$ cat config.mk
export PLATFORM = sky130hd
export DESIGN_NAME = store_address_decode
export DESIGN_NICKNAME = d
export VERILOG_FILES = /design/src/sv/sad_pkg.sv /design/src/sv/store_address_decode.sv /design/src/sv/sad_decode.sv /design/src/sv/sad_shift.sv
export SDC_FILE = /design/constraint.sdc
export NUM_CORES = 1
export LEC_CHECK = 0
export ABC_CLOCK_PERIOD_IN_PS = 5600
export BUFFER_PORTS_ARGS = -buffer_cell sky130_fd_sc_hd__clkbuf_2
export CAP_MARGIN = 15
export CORE_MARGIN = 1
export CORE_UTILIZATION = 55
export CTS_BUF_LIST = sky130_fd_sc_hd__clkbuf_4 sky130_fd_sc_hd__clkbuf_8 sky130_fd_sc_hd__clkbuf_16
export DETAILED_ROUTE_END_ITERATION = 16
export GPL_ROUTABILITY_DRIVEN = 1
export HOLD_SLACK_MARGIN = 0.05
export PLACE_DENSITY_LB_ADDON = 0.1
export SETUP_SLACK_MARGIN = 0.5
export SLEW_MARGIN = 20
export SYNTH_ARGS = -nofsm -noshare
export SYNTH_HDL_FRONTEND = slang
export SYNTH_HIERARCHICAL = 1
export SYNTH_SLANG_ARGS = --single-unit
$ cat constraint.sdc
create_clock -name i_clk -period 5.6 [get_ports i_clk]
set_input_delay 1.12 -clock i_clk [delete_from_list [all_inputs] [get_ports i_clk]]
set_output_delay 1.12 -clock i_clk [all_outputs]
set_load 0.005 [all_outputs]
$ cat src/sv/sad_pkg.sv
package sad_pkg;

    localparam logic [31:0] LOAD_BIT     = 32'h0010_0000;
    localparam logic [31:0] UP_BIT       = 32'h0080_0000;
    localparam logic [31:0] IMM_MASK     = 32'h0F00_0000;
    localparam logic [31:0] IMM_MATCH    = 32'h0500_0000;
    localparam logic [31:0] POST_MASK    = 32'h0D20_0000;
    localparam logic [31:0] POST_MATCH   = 32'h0400_0000;
    localparam logic [31:0] SCALED_MASK  = 32'h0F00_0000;
    localparam logic [31:0] SCALED_MATCH = 32'h0700_0000;
    localparam logic [31:0] MISC_MASK    = 32'h0F60_0F90;
    localparam logic [31:0] MISC_MATCH   = 32'h0100_0090;
    localparam logic [31:0] IMM12_MASK   = 32'h0000_0FFF;

    // address form codes
    localparam logic [1:0] FORM_IMM    = 2'd0;
    localparam logic [1:0] FORM_POST   = 2'd1;
    localparam logic [1:0] FORM_SCALED = 2'd2;
    localparam logic [1:0] FORM_MISC   = 2'd3;

    // shift kinds
    localparam logic [1:0] SH_LSL = 2'd0;
    localparam logic [1:0] SH_LSR = 2'd1;
    localparam logic [1:0] SH_ASR = 2'd2;
    localparam logic [1:0] SH_ROR = 2'd3;

    typedef struct packed {
        logic        decoded;
        logic [1:0]  form;
        logic        up;
        logic [1:0]  kind;
        logic [4:0]  amt;
        logic [11:0] imm12;
        logic [3:0]  data_idx;
    } t_dec;

endpackage

$ cat src/sv/store_address_decode.sv
// Three registered stages from input transfer to result valid (decode, shift, add).
// Throughput: one instruction per cycle while i_stall is low; the three stages advance
// independently, so a bubble is filled even while the output is stalled.
// The barrel shifter and the 32-bit add each own a stage.
// Reset (synchronous, active low) clears all stage valid bits; data is not reset.
module store_address_decode (
    input  logic        i_clk,
    input  logic        i_rst_n,
    input  logic        i_valid,
    output logic        o_stall,
    input  logic [31:0] i_instruction,
    input  logic [31:0] i_base_value,
    input  logic [31:0] i_index_value,
    input  logic [31:0] i_data_value,
    output logic        o_valid,
    input  logic        i_stall,
    output logic        o_decoded,
    output logic [31:0] o_access_address,
    output logic [31:0] o_store_value,
    output logic [3:0]  o_data_reg_index,
    output logic [1:0]  o_address_form
);

    sad_pkg::t_dec w_dec;
    logic [31:0]   w_shift;

    logic          r_v1, r_v2, r_v3;
    logic          w_adv1, w_adv2, w_adv3;

    sad_pkg::t_dec r_dec1;
    logic [31:0]   r_base1, r_idx1, r_data1;

    sad_pkg::t_dec r_dec2;
    logic [31:0]   r_base2, r_data2, r_disp2;
    logic [31:0]   n_disp2;

    logic          r_decoded;
    logic [31:0]   r_addr, r_store;
    logic [3:0]    r_didx;
    logic [1:0]    r_form;
    logic [31:0]   n_addr;

    // a stage loads when its successor is free or moving
    assign w_adv3 = !r_v3 || !i_stall;
    assign w_adv2 = !r_v2 || w_adv3;
    assign w_adv1 = !r_v1 || w_adv2;
    assign o_stall = !w_adv1;

    sad_decode u_decode (
        .i_instruction (i_instruction),
        .o_dec         (w_dec)
    );

    sad_shift u_shift (
        .i_kind (r_dec1.kind),
        .i_amt  (r_dec1.amt),
        .i_val  (r_idx1),
        .o_val  (w_shift)
    );

    always_comb begin
        case (r_dec1.form)
            sad_pkg::FORM_IMM:    n_disp2 = {20'd0, r_dec1.imm12};
            sad_pkg::FORM_POST:   n_disp2 = '0;
            sad_pkg::FORM_SCALED: n_disp2 = w_shift;
            sad_pkg::FORM_MISC:   n_disp2 = r_idx1;
            default:              n_disp2 = '0;
        endcase
    end

    assign n_addr = r_dec2.up ? (r_base2 + r_disp2) : (r_base2 - r_disp2);

    always_ff @(posedge i_clk) begin
        if (!i_rst_n) begin
            r_v1 <= 1'b0;
            r_v2 <= 1'b0;
            r_v3 <= 1'b0;
        end else begin
            if (w_adv1) r_v1 <= i_valid;
            if (w_adv2) r_v2 <= r_v1;
            if (w_adv3) r_v3 <= r_v2;
        end
    end

    always_ff @(posedge i_clk) begin
        if (w_adv1) begin
            r_dec1  <= w_dec;
            r_base1 <= i_base_value;
            r_idx1  <= i_index_value;
            r_data1 <= i_data_value;
        end
        if (w_adv2) begin
            r_dec2  <= r_dec1;
            r_base2 <= r_base1;
            r_data2 <= r_data1;
            r_disp2 <= n_disp2;
        end
        if (w_adv3) begin
            r_decoded <= r_dec2.decoded;
            r_addr    <= r_dec2.decoded ? n_addr : '0;
            r_store   <= r_dec2.decoded ? r_data2 : '0;
            r_didx    <= r_dec2.decoded ? r_dec2.data_idx : '0;
            r_form    <= r_dec2.decoded ? r_dec2.form : '0;
        end
    end

    assign o_valid          = r_v3;
    assign o_decoded        = r_decoded;
    assign o_access_address = r_addr;
    assign o_store_value    = r_store;
    assign o_data_reg_index = r_didx;
    assign o_address_form   = r_form;

    a_empty_no_stall: assert property (@(posedge i_clk) disable iff (!i_rst_n)
        !r_v1 |-> !o_stall)
        else $error("input stalled with empty first stage");

    a_out_kept: assert property (@(posedge i_clk) disable iff (!i_rst_n)
        r_v3 && i_stall |=> r_v3)
        else $error("stalled result dropped");

    a_post_zero: assert property (@(posedge i_clk) disable iff (!i_rst_n)
        r_v2 && r_dec2.decoded && r_dec2.form == sad_pkg::FORM_POST |-> r_disp2 == '0)
        else $error("post-indexed offset not zero");

    a_undecoded_zero: assert property (@(posedge i_clk) disable iff (!i_rst_n)
        r_v3 && !r_decoded |-> r_addr == '0 && r_store == '0 && r_didx == '0 && r_form == '0)
        else $error("undecoded result not cleared");

endmodule

$ cat src/sv/sad_decode.sv
module sad_decode (
    input  logic [31:0]   i_instruction,
    output sad_pkg::t_dec o_dec
);

    logic [31:0] w_imm12;

    assign w_imm12 = i_instruction & sad_pkg::IMM12_MASK;

    always_comb begin
        o_dec          = '0;
        o_dec.up       = (i_instruction & sad_pkg::UP_BIT) != '0;
        o_dec.kind     = i_instruction[6:5];
        o_dec.amt      = i_instruction[11:7];
        o_dec.imm12    = w_imm12[11:0];
        o_dec.data_idx = i_instruction[15:12];
        // first matching form wins; loads never decode
        if ((i_instruction & sad_pkg::LOAD_BIT) != '0) begin
            o_dec.decoded = 1'b0;
        end else if ((i_instruction & sad_pkg::IMM_MASK) == sad_pkg::IMM_MATCH) begin
            o_dec.decoded = 1'b1;
            o_dec.form    = sad_pkg::FORM_IMM;
        end else if ((i_instruction & sad_pkg::POST_MASK) == sad_pkg::POST_MATCH) begin
            o_dec.decoded = 1'b1;
            o_dec.form    = sad_pkg::FORM_POST;
        end else if ((i_instruction & sad_pkg::SCALED_MASK) == sad_pkg::SCALED_MATCH) begin
            o_dec.decoded = 1'b1;
            o_dec.form    = sad_pkg::FORM_SCALED;
        end else if ((i_instruction & sad_pkg::MISC_MASK) == sad_pkg::MISC_MATCH) begin
            o_dec.decoded = 1'b1;
            o_dec.form    = sad_pkg::FORM_MISC;
        end else begin
            o_dec.decoded = 1'b0;
        end
    end

endmodule

$ cat src/sv/sad_shift.sv
module sad_shift (
    input  logic [1:0]  i_kind,
    input  logic [4:0]  i_amt,
    input  logic [31:0] i_val,
    output logic [31:0] o_val
);

    logic [63:0] w_dbl;
    logic [63:0] w_rot;

    assign w_dbl = {i_val, i_val};
    assign w_rot = w_dbl >> i_amt;

    always_comb begin
        case (i_kind)
            sad_pkg::SH_LSL: begin
                o_val = i_val << i_amt;
            end
            sad_pkg::SH_LSR: begin
                // zero amount encodes a shift of 32
                o_val = (i_amt == '0) ? '0 : (i_val >> i_amt);
            end
            sad_pkg::SH_ASR: begin
                if (i_amt == '0) begin
                    o_val = {32{i_val[31]}};
                end else begin
                    o_val = $unsigned($signed(i_val) >>> i_amt);
                end
            end
            sad_pkg::SH_ROR: begin
                // zero amount is rotate-with-extend, taken as zero offset
                o_val = (i_amt == '0) ? '0 : w_rot[31:0];
            end
            default: begin
                o_val = '0;
            end
        endcase
    end

endmodule

Yosys cells after proc, flatten, opt, wreduce, memory -nomap -nowiden
Cells that the tools add are included.
- multiplexer cells: 11
- reductions and logical operators: 13
- add/sub/neg operators: 2
- equality and inequality tests: 10
- shift-type cells: 4
- operators with widths (cell ; number):
    $pmux W32 S4 ; 2
    $mux W32 ; 4
    $shr A64 B5 Y32 ; 1
    $add A32 B32 Y32 ; 1
    $shl A32 B5 Y32 ; 1
    $shr A32 B5 Y32 ; 1
    $sshr A32 B5 Y32 ; 1
    $sub A32 B32 Y32 ; 1
    $eq A12 B9 Y1 const B ; 1
    $eq A4 B3 Y1 const B ; 3
    $mux W3 ; 3
    $eq A2 B2 Y1 const B ; 4
    $logic_not A1 Y1 ; 5
    $logic_not A5 Y1 ; 1
    $eq A2 B1 Y1 const B ; 2
    $logic_not A2 Y1 ; 2
    $logic_or A1 B1 Y1 ; 3
    $reduce_or A3 Y1 ; 1
    $mux W2 ; 1
    $reduce_or A2 Y1 ; 1
    $mux W1 ; 1
- register bits: 301
- output and inout port bits: 73

Logic depth before layout (Yosys ltp)
- depth in word-level cells: 5
- gate-level depth with buffers: 17
- mapped depth without buffers: 17

Modules after synthesis
Netlist, hierarchy kept.
- by module, submodules not included (module ; sequential area each (um^2) ; area an instance (um^2) ; cells an instance ; times used):
    store_address_decode ; 9008.6 ; 12553.3 ; 838 ; 1
    sad_shift ; 0.0 ; 5790.6 ; 724 ; 1
    sad_decode ; 0.0 ; 272.8 ; 39 ; 1

Least setup slack after synthesis
OpenSTA, ideal clock, no wires.
- path type: input-to-output
- start point: input i_stall
- end point: output o_stall
- stages: 3
- path slack: 0.287 ns
- buffers on the path: 0
- data arrival time: 4.193 ns
- data required time: 4.480 ns
- path through: and3_1 > nand2_1 > inv_1
- cells in the longest elaborated chain, start to end: 5
- ends and longest elaborated chain (what ; line ; text):
    start, declared ; store_address_decode.sv:16 ; input logic i_stall,
    $logic_not A1 Y1 ; store_address_decode.sv:44 ; assign w_adv3 = !r_v3 || !i_stall;
    $logic_or A1 B1 Y1 ; store_address_decode.sv:44 ;
    $logic_or A1 B1 Y1 ; store_address_decode.sv:45 ; assign w_adv2 = !r_v2 || w_adv3;
    $logic_or A1 B1 Y1 ; store_address_decode.sv:46 ; assign w_adv1 = !r_v1 || w_adv2;
    $logic_not A1 Y1 ; store_address_decode.sv:47 ; assign o_stall = !w_adv1;
    end, declared ; store_address_decode.sv:10 ; output logic o_stall,
No other way between the ends.

Worst setup path in the final report
- start point: register r_disp2[0]
- end point: register r_addr[31], in the netlist o_access_address[31], data pin
- cells in the longest elaborated chain, start to end: 2
- elaborated cells between the ends (all ways): 3
- those cells by class: add/sub: 2; mux: 1
- ends and longest elaborated chain (what ; line ; text):
    start, declared ; store_address_decode.sv:34 ; logic [31:0] r_base2, r_data2, r_disp2;
    start signal, assigned ; store_address_decode.sv:96 ; r_disp2 <= n_disp2;
    $sub A32 B32 Y32 or $add A32 B32 Y32 (tied branches) ; store_address_decode.sv:71 ; assign n_addr = r_dec2.up ? (r_base2 + r_disp2) : (r_base2 - r_disp2);
    $mux W32 * ; store_address_decode.sv:71 ;
    end signal, assigned ; store_address_decode.sv:100 ; r_addr <= r_dec2.decoded ? n_addr : '0;
    end, declared ; store_address_decode.sv:38 ; logic [31:0] r_addr, r_store;
Mark *: on every way between the ends. The rest lies on a longest branch, timed or not.
A chain may end at the register's enable or synchronous reset.

==> flow_metrics.py <==
metrics = {
    "run_status": {
        "status": "finished clean",
    },
    "detailed_routing": {
        "routed_wl_um": 53000,
        "vias": 14100,
        "wl_per_cell_um": 24.1,
        "ant_nets": 0,
        "drtIter0Drc": 1668,
        "drtPass1Iterations": 6,
        "drc": 0,
        "viasPerCell": 6.40,
    },
    "synth": {
        "synth-seq-cells": 301,
        "yosys_warnings": 6,
        "ys_types": 88,
        "synthesis.area_mm2": 0.0186,
        "synth_cells": 1601,
        "synth-async-reset-ratio": 0,
        "synth_edf_count": 298,
        "synth-main-ff-cell": "edfxtp_1",
        "synth_seq_area_share": 0.484,
        "synth_nets": 1773,
        "syn_avg_cell_area_um2": 11.6,
    },
    "global_route": {
        "antenna_found_initial": 0,
        "grt_pass1_vias": 13300,
        "grt_pass1_wl_um": 78900,
        "grt_start_max_net_pins": 82,
        "gr-total-overflow": 0,
        "grtUsageTotal": 0.307,
    },
    "timing": {
        "hold_viol": 0,
        "tns_ps": 0,
        "fin_crit_ps": 4210,
        "rsz0062_at_grt": "false",
        "period_share": 0.752,
        "slew_violations": 0,
        "worstMarginPinSlew_ps": 1090,
        "fmax_mhz": 238,
        "max_slew_margin": 0.269,
        "setup_viol": 0,
        "clock_skew_ps": 17.7,
    },
    "cts": {
        "clk_latency_ps": 590,
        "root_buffer": "clkbuf_16",
        "cts_made_buffers": 31,
        "cts_tree": "built",
        "postCtsSetupBuffers": 0,
        "cts-hold-fix-buffers": 0,
        "h-tree-depth": 1,
        "cts.repair.resized": 0,
        "clock_path_buffers": 3,
        "clock_sinks": 301,
        "cts.reportedPaths.clkPinSlew_ps": 60,
    },
    "setup_path": {
        "path_max_fanout": 5,
        "critPathLaunch": "r_disp2[0]",
        "reg2regPathDepth": 17,
        "worstPathRequired_ps": 6010,
        "regToRegSetupSlack_ps": 1390,
        "crit_path_start_kind": "flop",
        "r2r-end": "o_access_address[31]",
        "rr_startpoint": "r_disp2[0]",
        "crit_arrival_ps": 4620,
        "endpoint_kind": "flop",
        "crit_type": "flop to flop",
    },
    "power_and_ir_drop": {
        "p_switching_mw": 1.57,
        "p_per_area_mw_per_mm2": 285,
        "power_frac_comb": 0.179,
        "clockPowerShare": 0.364,
        "ir_worst_vdd_mv": 0.278,
        "p_sw_frac": 0.266,
        "p_leak_nw": 8.29,
        "intPower_mw": 4.33,
        "p_seq_frac": 0.457,
    },
    "die": {
        "die_y_um": 186,
        "start_util": 0.557,
        "ioPinCount": 205,
        "core-area_mm2": 0.0334,
        "die_area_mm2": 0.0346,
        "fp.dieW_um": 186,
        "rows": 67,
    },
    "min_path": {
        "worstHoldPathCells": 0,
        "hp-class": "flop to flop",
        "hold_path_startpoint": "r_dec1[23]",
        "whs_endpoint": "r_dec2[23]",
    },
    "layout": {
        "antenna_cells": 0,
        "layout-drive-gt1-share": 0.235,
        "area_growth_pct": 11.1,
        "nNetsFinal": 1897,
        "utilization": 0.618,
        "num-fill-cells": 2655,
    },
    "placement": {
        "io_buffers": 196,
        "globalplace.congestion": 0.990,
        "dp_hpwl_um": 37200,
    },
    "flow_run": {
        "cap_violations": 0,
    },
}
Yosys cell counts, types with 16 or more instances:
master | n | area share
a21oi_1 | 101 | 0.027
mux4_2 | 51 | 0.062
buf_2 | 19 | 0.0051
xor2_1 | 33 | 0.016
a211oi_1 | 16 | 0.0065
nand3_1 | 30 | 0.0081
edfxtp_1 | 298 | 0.48
a31oi_1 | 16 | 0.0054
and2_1 | 50 | 0.017
ha_1 | 39 | 0.026
o211ai_1 | 17 | 0.0069
nand2_1 | 131 | 0.026
inv_1 | 23 | 0.0046
o21ai_0 | 56 | 0.015
nor2_1 | 122 | 0.025
xnor2_1 | 16 | 0.0075
mux2i_1 | 112 | 0.060
mux2_2 | 44 | 0.027
nor3_1 | 39 | 0.010
clkbuf_1 | 44 | 0.0089
buf_4 | 34 | 0.014
a21o_1 | 22 | 0.0089
nor2b_1 | 36 | 0.012
sequential cells by signal, indices dropped and copies added, names as in the netlist:
register	count
r_base2	32
o_data_reg_index	4
r_data1	32
o_valid	1
r_v1	1
o_decoded	1
o_address_form	2
r_idx1	32
r_v2	1
r_dec1	27
r_data2	32
o_access_address	32
r_base1	32
r_dec2	8
o_store_value	32
r_disp2	32
layout by cell type, fill, tap and decap left out, types with 7 or more instances in the layout:
cell / netlist / layout
nand3_1: 30 / 30
a31oi_1: 16 / 16
and2_1: 50 / 50
o22ai_1: 14 / 14
nand2b_1: 15 / 15
and3_1: 12 / 12
edfxtp_1: 298 / 298
mux4_2: 51 / 51
nor3_1: 39 / 39
mux2_2: 44 / 44
mux2i_1: 112 / 112
mux4_1: 8 / 8
o21ai_0: 56 / 56
buf_4: 34 / 23
xnor2_1: 16 / 16
ha_1: 39 / 39
a22oi_1: 14 / 14
o21a_1: 10 / 10
nand2_1: 131 / 129
o21ai_1: 8 / 8
o211ai_1: 17 / 17
o221ai_1: 11 / 11
inv_1: 23 / 22
a211oi_1: 16 / 16
or3_1: 7 / 7
clkbuf_2: 1 / 196
clkbuf_16: 0 / 31
nor2_1: 122 / 120
xor2_1: 33 / 33
a21oi_1: 101 / 101
a211o_1: 7 / 7
nor4_1: 7 / 7
a21o_1: 22 / 22
nor2b_1: 36 / 36
cells by family (layout without fill, tap and decap cells):
group	after synthesis	in the layout	share of synthesized area
compound gates	355	355	0.126
simple gates	481	481	0.128
fa+ha+maj	40	40	0.0273
buf+inv	160	309	0.0512
flops	301	301	0.484
mux	215	215	0.160
xor+xnor	49	49	0.0231
through the flow:
step	cells	cell area (µm²)	setup slack, ps	total power [mW]	hold slack [ps]
final	2198	20700	1390	5.90	415
after global routing	2198	20700	967	6.12	418
after CTS	2197	20700	1410	5.91	415
after detailed placement	2139	19600	1460	3.76	405
after global placement	2139	19600	1550	3.75	400
after floorplan	1601	18600	1490	3.44	400
per-layer routing:
| metal | track usage | wire, µm | up-vias |
|---|---|---|---|
| met5 | 0 | 0 | - |
| met4 | 0.151 | 2640 | 0 |
| met3 | 0.0442 | 4560 | 158 |
| met2 | 0.481 | 24200 | 786 |
| met1 | 0.418 | 21600 | 6774 |
| li1 | - | - | 6352 |
critical path, cell delays in order (launching register included):
cell and delay, ps:
edfxtp_1 410, inv_1 80, ha_1 150, nor2b_1 260, and4b_1 360, nand2_1 70, nor2_1 180, and2_1 250
a21oi_1 100, xor2_1 160, ha_1 320, a21oi_1 180, o21bai_1 90, a21oi_1 240, o21ai_0 140, a221o_1 380
or3_2 490, a21oi_2 150
worst max path at each step:
stage | to | slack [ps]
2_1_floorplan | o_stall | 1490
5_1_grt | o_access_address[31] | 970
3_5_place_dp | o_access_address[31] | 1460
3_3_place_gp | o_access_address[31] | 1550
6_report | o_access_address[31] | 1390
4_1_cts | o_access_address[31] | 1410
power by group through the flow:
stage | clock (mW) | combinational [mW] | sequential, mW
final | 2.15 | 1.05 | 2.70
after floorplan | 0 | 0.762 | 2.68
after CTS | 2.19 | 1.03 | 2.69
after global placement | 0 | 1.02 | 2.74
after detailed placement | 0 | 1.02 | 2.74
after global routing | 2.28 | 1.13 | 2.71
layout make-up:
type                    instances  area [µm²]  share of cell area
repair buffers                223        1230              0.0594
well taps                     448         561              0.0271
clock buffers                  41         882              0.0427
flip-flops and latches        301        9010               0.436
inverters                      28         108             0.00520
multi-input cells            1140        8680               0.420
clock inverters                17         208              0.0100
No activity file was read; power rests on OpenSTA's default activity.
